<file path="config.mk">
export PLATFORM = sky130hd
export DESIGN_NAME = stop_and_wait_sender
export DESIGN_NICKNAME = d
export VERILOG_FILES = /design/src/rtl/sws_pkg.sv /design/src/rtl/sws_cfg.sv /design/src/rtl/sws_ctrl.sv /design/src/rtl/stop_and_wait_sender.sv
export SDC_FILE = /design/constraint.sdc
export NUM_CORES = 1
export LEC_CHECK = 0
export ABC_AREA = 1
export BUFFER_PORTS_ARGS = -buffer_cell sky130_fd_sc_hd__buf_2
export CORE_MARGIN = 5
export CORE_UTILIZATION = 35
export DETAILED_ROUTE_END_ITERATION = 10
export GPL_TIMING_DRIVEN = 0
export PLACE_DENSITY = 0.59
export SKIP_LAST_GASP = 1
export SYNTH_ARGS = -nofsm -noshare
export SYNTH_HDL_FRONTEND = slang
export SYNTH_SLANG_ARGS = --single-unit
export TNS_END_PERCENT = 1
</file>
<file path="constraint.sdc">
create_clock -name aclk -period 4.25 [get_ports aclk]
set_input_delay 0.85 -clock aclk [delete_from_list [all_inputs] [get_ports aclk]]
set_output_delay 0.85 -clock aclk [all_outputs]
set_load 0.01 [all_outputs]
</file>
<file path="src/rtl/sws_pkg.sv">
// ----------------------------------------------------------------------------
// sws_pkg
// Shared types and constants of the stop-and-wait sender control.
// ----------------------------------------------------------------------------
package sws_pkg;

    localparam int unsigned TimeoutW  = 16;
    localparam int unsigned AttemptsW = 4;
    localparam int unsigned ApbAddrW  = 3;
    localparam int unsigned ApbDataW  = 32;

    localparam logic [TimeoutW-1:0]  TimeoutReset  = 16'd2000;
    localparam logic [AttemptsW-1:0] AttemptsReset = 4'd3;

    // register byte addresses
    localparam logic [ApbAddrW-1:0] AddrTimeout  = 3'd0;
    localparam logic [ApbAddrW-1:0] AddrAttempts = 3'd4;

    typedef enum logic [1:0] {
        CMD_TICK = 2'd0,
        CMD_DATA = 2'd1,
        CMD_ACK  = 2'd2,
        CMD_EOF  = 2'd3
    } cmd_t;

    typedef enum logic [3:0] {
        EV_NONE      = 4'd0,
        EV_FIRST     = 4'd1,
        EV_TIMEOUT   = 4'd2,
        EV_BAD_CHECK = 4'd3,
        EV_WRONG_SEQ = 4'd4,
        EV_ACCEPTED  = 4'd5,
        EV_EOF_ACK   = 4'd6,
        EV_EOF_GONE  = 4'd7,
        EV_IGNORED   = 4'd8
    } event_t;

    typedef struct packed {
        logic [TimeoutW-1:0]  timeout_ticks;
        logic [AttemptsW-1:0] eof_attempts;
    } cfg_t;

    typedef struct packed {
        logic   ready_res;
        event_t event_res;
        logic   send_eof;
        logic   send_seq;
        logic   send_now;
    } result_t;

endpackage

</file>
<file path="src/rtl/sws_cfg.sv">
// ----------------------------------------------------------------------------
// sws_cfg
// APB register file holding the retransmit timeout and end-of-file attempts.
// ----------------------------------------------------------------------------
module sws_cfg (
    input  logic                          aclk,
    input  logic                          aresetn,
    input  logic                          psel,
    input  logic                          penable,
    input  logic                          pwrite,
    input  logic [sws_pkg::ApbAddrW-1:0]  paddr,
    input  logic [sws_pkg::ApbDataW-1:0]  pwdata,
    output logic [sws_pkg::ApbDataW-1:0]  prdata,
    output logic                          pready,
    output sws_pkg::cfg_t                 cfg
);
    import sws_pkg::*;

    cfg_t cfg_reg, cfg_next;
    logic wr_en;

    assign pready = 1'b1;
    assign wr_en  = psel && penable && pwrite && pready;

    always_comb begin
        cfg_next = cfg_reg;
        if (wr_en) begin
            if (paddr[2] == AddrAttempts[2]) begin
                cfg_next.eof_attempts = pwdata[AttemptsW-1:0];
            end else begin
                cfg_next.timeout_ticks = pwdata[TimeoutW-1:0];
            end
        end
    end

    always_ff @(posedge aclk) begin
        if (!aresetn) begin
            cfg_reg.timeout_ticks <= TimeoutReset;
            cfg_reg.eof_attempts  <= AttemptsReset;
        end else begin
            cfg_reg <= cfg_next;
        end
    end

    always_comb begin
        if (paddr[2] == AddrAttempts[2]) begin
            prdata = {{(ApbDataW-AttemptsW){1'b0}}, cfg_reg.eof_attempts};
        end else begin
            prdata = {{(ApbDataW-TimeoutW){1'b0}}, cfg_reg.timeout_ticks};
        end
    end

    assign cfg = cfg_reg;

endmodule

</file>
<file path="src/rtl/sws_ctrl.sv">
// ----------------------------------------------------------------------------
// sws_ctrl
// Sender state and the single-pass step logic for one command beat.
// ----------------------------------------------------------------------------
module sws_ctrl (
    input  logic              aclk,
    input  logic              aresetn,
    input  logic              step,
    input  sws_pkg::cmd_t     cmd,
    input  logic [7:0]        ack_byte,
    input  logic              ack_last,
    input  sws_pkg::cfg_t     cfg,
    output sws_pkg::result_t  res,
    output logic              seq_bit
);
    import sws_pkg::*;

    typedef enum logic [2:0] {
        PH_IDLE = 3'b001,
        PH_DATA = 3'b010,
        PH_EOF  = 3'b100
    } phase_t;

    phase_t               phase_reg, phase_next;
    logic                 seq_reg, seq_next;
    logic [TimeoutW-1:0]  timer_reg, timer_next;
    logic [AttemptsW-1:0] attempts_reg, attempts_next;
    logic [3:0]           pos_reg, pos_next;
    logic [7:0]           xor_reg, xor_next;
    logic [31:0]          cseq_reg, cseq_next;
    logic [31:0]          cchk_reg, cchk_next;

    logic                 busy;
    logic                 do_resend;
    event_t               resend_ev;
    logic [TimeoutW-1:0]  tmr_inc;
    logic [TimeoutW-1:0]  lim;
    logic [AttemptsW-1:0] n_att;
    logic [31:0]          byte_sh;
    logic [31:0]          chk;
    logic                 good;
    logic                 match;

    always_comb begin
        busy          = (phase_reg == PH_DATA) || (phase_reg == PH_EOF);
        phase_next    = busy ? phase_reg : PH_IDLE;
        seq_next      = seq_reg;
        timer_next    = timer_reg;
        attempts_next = attempts_reg;
        pos_next      = pos_reg;
        xor_next      = xor_reg;
        cseq_next     = cseq_reg;
        cchk_next     = cchk_reg;
        do_resend     = 1'b0;
        resend_ev     = EV_NONE;
        tmr_inc       = (timer_reg != {TimeoutW{1'b1}}) ? timer_reg + 1'b1 : timer_reg;
        lim           = (cfg.timeout_ticks == '0) ? TimeoutW'(1) : cfg.timeout_ticks;
        n_att         = (cfg.eof_attempts == '0) ? AttemptsW'(1) : cfg.eof_attempts;
        byte_sh       = {24'd0, ack_byte} << {pos_reg[1:0], 3'b000};
        chk           = '0;
        good          = 1'b0;
        match         = 1'b0;
        res           = '0;
        res.event_res = EV_NONE;

        case (cmd)
            CMD_DATA, CMD_EOF: begin
                if (busy) begin
                    res.event_res = EV_IGNORED;
                end else begin
                    phase_next = (cmd == CMD_DATA) ? PH_DATA : PH_EOF;
                    if (cmd == CMD_EOF) begin
                        attempts_next = n_att - 1'b1;
                        res.send_eof  = 1'b1;
                    end
                    timer_next    = '0;
                    pos_next      = '0;
                    xor_next      = '0;
                    cseq_next     = '0;
                    cchk_next     = '0;
                    res.send_now  = 1'b1;
                    res.send_seq  = seq_reg;
                    res.event_res = EV_FIRST;
                end
            end
            CMD_TICK: begin
                if (busy) begin
                    timer_next = tmr_inc;
                    if (tmr_inc >= lim) begin
                        do_resend = 1'b1;
                        resend_ev = EV_TIMEOUT;
                    end
                end
            end
            default: begin
                if (!busy) begin
                    pos_next      = '0;
                    xor_next      = '0;
                    cseq_next     = '0;
                    cchk_next     = '0;
                    res.event_res = EV_IGNORED;
                end else begin
                    if (pos_reg[3:2] == 2'b00) begin
                        cseq_next = cseq_reg | byte_sh;
                    end
                    if (pos_reg[3:2] == 2'b10) begin
                        cchk_next = cchk_reg | byte_sh;
                    end else begin
                        xor_next = xor_reg ^ ack_byte;
                    end
                    if (pos_reg != 4'hf) begin
                        pos_next = pos_reg + 1'b1;
                    end
                    if (ack_last) begin
                        chk       = {{24{xor_next[7]}}, xor_next};
                        good      = (chk == cchk_next);
                        match     = (cseq_next == {31'd0, seq_reg});
                        pos_next  = '0;
                        xor_next  = '0;
                        cseq_next = '0;
                        cchk_next = '0;
                        if (!good) begin
                            do_resend = 1'b1;
                            resend_ev = EV_BAD_CHECK;
                        end else if (!match) begin
                            do_resend = 1'b1;
                            resend_ev = EV_WRONG_SEQ;
                        end else if (phase_reg == PH_DATA) begin
                            seq_next      = ~seq_reg;
                            phase_next    = PH_IDLE;
                            res.event_res = EV_ACCEPTED;
                        end else begin
                            phase_next    = PH_IDLE;
                            res.event_res = EV_EOF_ACK;
                        end
                    end
                end
            end
        endcase

        // shared resend path, eof consumes one attempt or gives up
        if (do_resend) begin
            if ((phase_reg == PH_EOF) && (attempts_reg == '0)) begin
                phase_next    = PH_IDLE;
                res.event_res = EV_EOF_GONE;
            end else begin
                if (phase_reg == PH_EOF) begin
                    attempts_next = attempts_reg - 1'b1;
                    res.send_eof  = 1'b1;
                end
                timer_next    = '0;
                res.send_now  = 1'b1;
                res.send_seq  = seq_reg;
                res.event_res = resend_ev;
            end
        end

        res.ready_res = (phase_next == PH_IDLE);
    end

    always_ff @(posedge aclk) begin
        if (!aresetn) begin
            phase_reg    <= PH_IDLE;
            seq_reg      <= 1'b0;
            timer_reg    <= '0;
            attempts_reg <= '0;
            pos_reg      <= '0;
            xor_reg      <= '0;
            cseq_reg     <= '0;
            cchk_reg     <= '0;
        end else if (step) begin
            phase_reg    <= phase_next;
            seq_reg      <= seq_next;
            timer_reg    <= timer_next;
            attempts_reg <= attempts_next;
            pos_reg      <= pos_next;
            xor_reg      <= xor_next;
            cseq_reg     <= cseq_next;
            cchk_reg     <= cchk_next;
        end
    end

    assign seq_bit = seq_reg;

endmodule

</file>
<file path="src/rtl/stop_and_wait_sender.sv">
// ----------------------------------------------------------------------------
// stop_and_wait_sender
// Alternating-bit stop-and-wait sender control with APB configuration.
// ----------------------------------------------------------------------------
// One command beat goes in, one result beat comes out. A beat is held in an
// input register, the step logic runs combinationally against the sender
// state, and the result lands in an output register, so the block takes one
// beat per cycle unless a waiting result and a full input register stall it.
// A waiting result only stops new beats once the input register is also full;
// with the result side ready the input is never held off. There is no
// clearing pass.
module stop_and_wait_sender (
    input  logic                          aclk,
    input  logic                          aresetn,
    // command beat
    input  logic                          s_tvalid,
    output logic                          s_tready,
    input  logic [7:0]                    s_tdata,  // [7:0] ack_byte
    input  logic [1:0]                    s_tuser,  // [1:0] cmd
    input  logic                          s_tlast,  // ack_last
    // result beat
    output logic                          m_tvalid,
    input  logic                          m_tready,
    // [0] send_now, [1] send_seq, [2] send_eof, [6:3] event_res, [7] ready_res
    output logic [7:0]                    m_tdata,
    // configuration
    input  logic                          psel,
    input  logic                          penable,
    input  logic                          pwrite,
    input  logic [sws_pkg::ApbAddrW-1:0]  paddr,
    input  logic [sws_pkg::ApbDataW-1:0]  pwdata,
    output logic [sws_pkg::ApbDataW-1:0]  prdata,
    output logic                          pready
);
    import sws_pkg::*;

    logic       in_valid_reg, in_valid_next;
    cmd_t       in_cmd_reg;
    logic [7:0] in_byte_reg;
    logic       in_last_reg;
    logic       out_valid_reg, out_valid_next;
    result_t    out_res_reg;
    logic       advance;
    logic       take;
    cfg_t       cfg;
    result_t    res;
    logic       seq_bit;

    sws_cfg u_cfg (
        .aclk    (aclk),
        .aresetn (aresetn),
        .psel    (psel),
        .penable (penable),
        .pwrite  (pwrite),
        .paddr   (paddr),
        .pwdata  (pwdata),
        .prdata  (prdata),
        .pready  (pready),
        .cfg     (cfg)
    );

    sws_ctrl u_ctrl (
        .aclk     (aclk),
        .aresetn  (aresetn),
        .step     (advance),
        .cmd      (in_cmd_reg),
        .ack_byte (in_byte_reg),
        .ack_last (in_last_reg),
        .cfg      (cfg),
        .res      (res),
        .seq_bit  (seq_bit)
    );

    assign advance  = in_valid_reg && (!out_valid_reg || m_tready);
    assign s_tready = !in_valid_reg || advance;
    assign take     = s_tvalid && s_tready;

    assign in_valid_next  = take || (in_valid_reg && !advance);
    assign out_valid_next = advance || (out_valid_reg && !m_tready);

    always_ff @(posedge aclk) begin
        if (!aresetn) begin
            in_valid_reg  <= 1'b0;
            out_valid_reg <= 1'b0;
        end else begin
            in_valid_reg  <= in_valid_next;
            out_valid_reg <= out_valid_next;
        end
    end

    always_ff @(posedge aclk) begin
        if (take) begin
            in_cmd_reg  <= cmd_t'(s_tuser);
            in_byte_reg <= s_tdata;
            in_last_reg <= s_tlast;
        end
        if (advance) begin
            out_res_reg <= res;
        end
    end

    assign m_tvalid = out_valid_reg;
    assign m_tdata  = {out_res_reg.ready_res, out_res_reg.event_res, out_res_reg.send_eof,
                       out_res_reg.send_seq, out_res_reg.send_now};

    // an accepted acknowledgement flips the sequence bit
    a_accept_toggles: assert property (@(posedge aclk) disable iff (!aresetn)
        advance && (res.event_res == EV_ACCEPTED) |=> seq_bit != $past(seq_bit))
        else $error("sequence bit did not toggle on accept");

    // a new result only appears when the step logic fires
    a_result_from_step: assert property (@(posedge aclk) disable iff (!aresetn)
        $rose(out_valid_reg) |-> $past(advance))
        else $error("result valid without a step");

    // new beats are blocked only while the input register is stalled
    a_stall_blocks: assert property (@(posedge aclk) disable iff (!aresetn)
        !s_tready |-> in_valid_reg && out_valid_reg && !m_tready)
        else $error("input not ready without a stall");

endmodule

</file>
==> summary.md <==
| Metric | Value |
|---|---|
| Lkg Pwr | `4.12 nW` |
| Detailed Route Iter0 Violations | `599` |
| Dpl ws | `476 ps` |
| Clock transition at the registers of the reported paths | `60 ps` |
| Slew @ Worst Pin | `1040 ps` |
| Via density | `4.92` |
| RSZ-0062 raised after global routing | `false` |
| Placed cell areas | `9000 um2` |
| Setup_tns | `0 ps` |
| Peak VDD IR | `0.244 mV` |
| CP Capture Type | `flop` |
| First-pass GRT wire length | `38,900 um` |
| Flop pwr share | `42.1%` |
| Sw frac | `27.5%` |
| Synthesis Warnings | `0` |
| Storage cell area | `3010 um2` |
| DRT Wirelength | `24,900 um` |
| Initial DRT Pass Iterations | `5` |
| Tightest Hold Check Type | `reg -> reg` |
| Max Slew Vio Count | `0` |
| Power Internal | `2.44 mW` |
| Die Wd | `163 um` |
| Max transition margin | `30.6%` |
| Kind of critical path | `reg -> reg` |
| Vias in the first global route | `7,274` |
| Area occupied by multi-input gates | `4450 um2` |
| Antenna violations before repair | `0` |
| Yosys cell types | `42` |
| Vias | `8,064` |
| Post-CTS setup buffers | `0` |
| Cells after Synth | `1,213` |
| Setup Skew | `11.8 ps` |
| Largest net degree at the start of global routing | `18` |
| Initial Util | `35.3%` |
| GRT Overall Usage | `18.6%` |
| Ys flop type | `dfxtp_1` |
| Required time of the worst setup path | `4420 ps` |
| Pwr per Cell Area | `350 nW/um2` |
| Site row count | `56` |
| Avg WL per Cell | `15.2 um` |
| Hold_buf cts | `0` |
| CP startpoint kind | `flop` |
| Mean area per synthesized cell | `6.79 um2` |
| EDFF count, synth | `19` |
| Yosys reg bits | `141` |
| Overflow after GRT | `0` |
| CP arrival | `3990 ps` |
| Clk buf depth | `2` |
| Final setup fails | `0` |
| Max cap viols | `0` |
| Post-DP HPWL | `18,700 um` |
| DR DRC count | `0` |
| CTS tree | `done` |
| CTS root buf | `clkbuf_16` |
| Asr flop ratio synth | `0%` |
| Share of cells above drive strength 1 | `11.7%` |
| Post-synth design cell area | `8240 um2` |
| Placer congestion estimate | `0.931` |
| Clk_lat worst skew | `430 ps` |
| Clock Power Share | `46.3%` |
| Util after Layout | `41.1%` |
| Setup WS post-layout | `429 ps` |
| CTS Buf Count | `17` |
| # diodes | `0` |
| Final period util | `89.9%` |
| Full die area | `26,700 um2` |
| Status | `complete, no violations` |
| ANT nets after route | `0` |
| Finished Cell Area | `9590 um2` |
| PostCTS Resize Cnt | `0` |
| CTS sink count | `141` |
| Max Clock Freq | `262 MHz` |
| Final min period | `3820 ps` |
| Synthesis-to-finish area growth | `16.4%` |
| Final hold vios | `0` |
| Switching power | `924 uW` |
| Core Area | `23,300 um2` |
| Die height | `163 um` |
| Combinational Power Share | `11.5%` |
| Filler cells | `2,477` |
| Worst-path maximum fanout | `10` |
| Sequential area share after synthesis | `36.6%` |
| Port bufs | `60` |
| Total Nets Final | `1,381` |
| Ports | `96` |
| H-tree levels | `4` |
cells by family after synthesis:
| logic type | share of synthesized area [%] |
|---|---|
| and+or+nand+nor | 28.6 |
| AOI/OAI and AO/OA | 19.8 |
| buffers and inverters | 10.2 |
| DFF | 36.6 |
| adders and majority gates | 3.19 |
| xor gates and xnor gates | 1.59 |
| other | 0.0911 |
per-stage QoR:
stage	hold slack (ps)	total power, mW	cells
global route	471	3.50	1639
floorplan	433	1.70	1228
finish	455	3.36	1639
detailed placement	448	1.83	1607
CTS	458	3.38	1639
global placement	440	1.83	1607
path summary, 6_finish.rpt:
check,slack [ps],from,endpoint,cells after the start
min,450,u_ctrl.cseq_reg[4],u_ctrl.cseq_reg[4],2
max,430,u_ctrl.timer_reg[6],m_tdata[1],19
max reg2reg,430,u_ctrl.timer_reg[6],m_tdata[1],19
min reg2reg,450,u_ctrl.cseq_reg[4],u_ctrl.cseq_reg[4],2
cells in the mapped netlist (21+ instances only):
master    instances  area share, %
nor2_1          167            7.6
inv_1           113            5.1
nand2_1         294             13
ha_1             21            3.2
a211oi_1         28            2.6
clkbuf_1         39            1.8
o21ai_0          70            4.3
nand3_1          60            3.6
a21oi_1          84            5.1
buf_4            23            2.1
o21bai_1         32            2.9
dfxtp_1         122             30
a22oi_1          26            2.4
per-layer routing:
layer	GRT usage (%)	up-vias	part of all wire (%)
li1	-	4155	-
met1	24.1	3658	45
met2	31.5	225	47
met3	3.43	26	5.6
met4	5.87	0	1.9
met5	0	-	0
power by group through the flow:
stage / combinational, mW / sequential [mW] / clock (mW)
3_3_place_gp: 0.381 / 1.44 / 0
4_1_cts: 0.386 / 1.42 / 1.58
3_5_place_dp: 0.384 / 1.44 / 0
2_1_floorplan: 0.267 / 1.44 / 0
5_1_grt: 0.436 / 1.42 / 1.65
6_report: 0.387 / 1.42 / 1.56
cells in the final DEF (no fill, tap or decap), drive strengths merged, types with 3 or more instances in the layout:
cell type / count
a211oi: 28
a21o: 3
a21oi: 92
a22oi: 26
a31oi: 3
buf: 95
bufinv: 3
clkbuf: 57
clkinv: 7
clkinvlp: 4
conb: 17
dfxtp: 122
edfxtp: 19
ha: 21
inv: 122
nand2: 307
nand3: 62
nand3b: 3
nand4: 14
nor2: 168
nor3: 8
nor4: 4
o211ai: 4
o21ai: 73
o21bai: 32
o22ai: 7
xnor2: 3
xor2: 12
area by class of cell:
cell class                 instances  share of cell area [%]
multi-input combinational        891                    46.3
sequential                       141                    31.4
inverter                         122                    4.77
clock buffer                      18                    4.47
tap                              319                    4.16
buffer                            74                    3.96
timing repair buffer              60                    3.13
clock inverter                    14                    1.76
critical path, stage by stage, from the launching register on:
cell and delay, ps:
dfxtp_1 420, inv_1 120, nor4_1 530, nand4_1 250
nor2_1 240, inv_1 110, o21bai_1 250, inv_1 80
ha_1 310, a21oi_1 140, o21ai_0 100, nand2_1 70
o211ai_1 80, nand2_1 60, nand3_1 130, nand2_1 140
nand2_4 100, nand3_4 150, buf_6 200, a21oi_1 90
(Power assumes the default switching activity.)
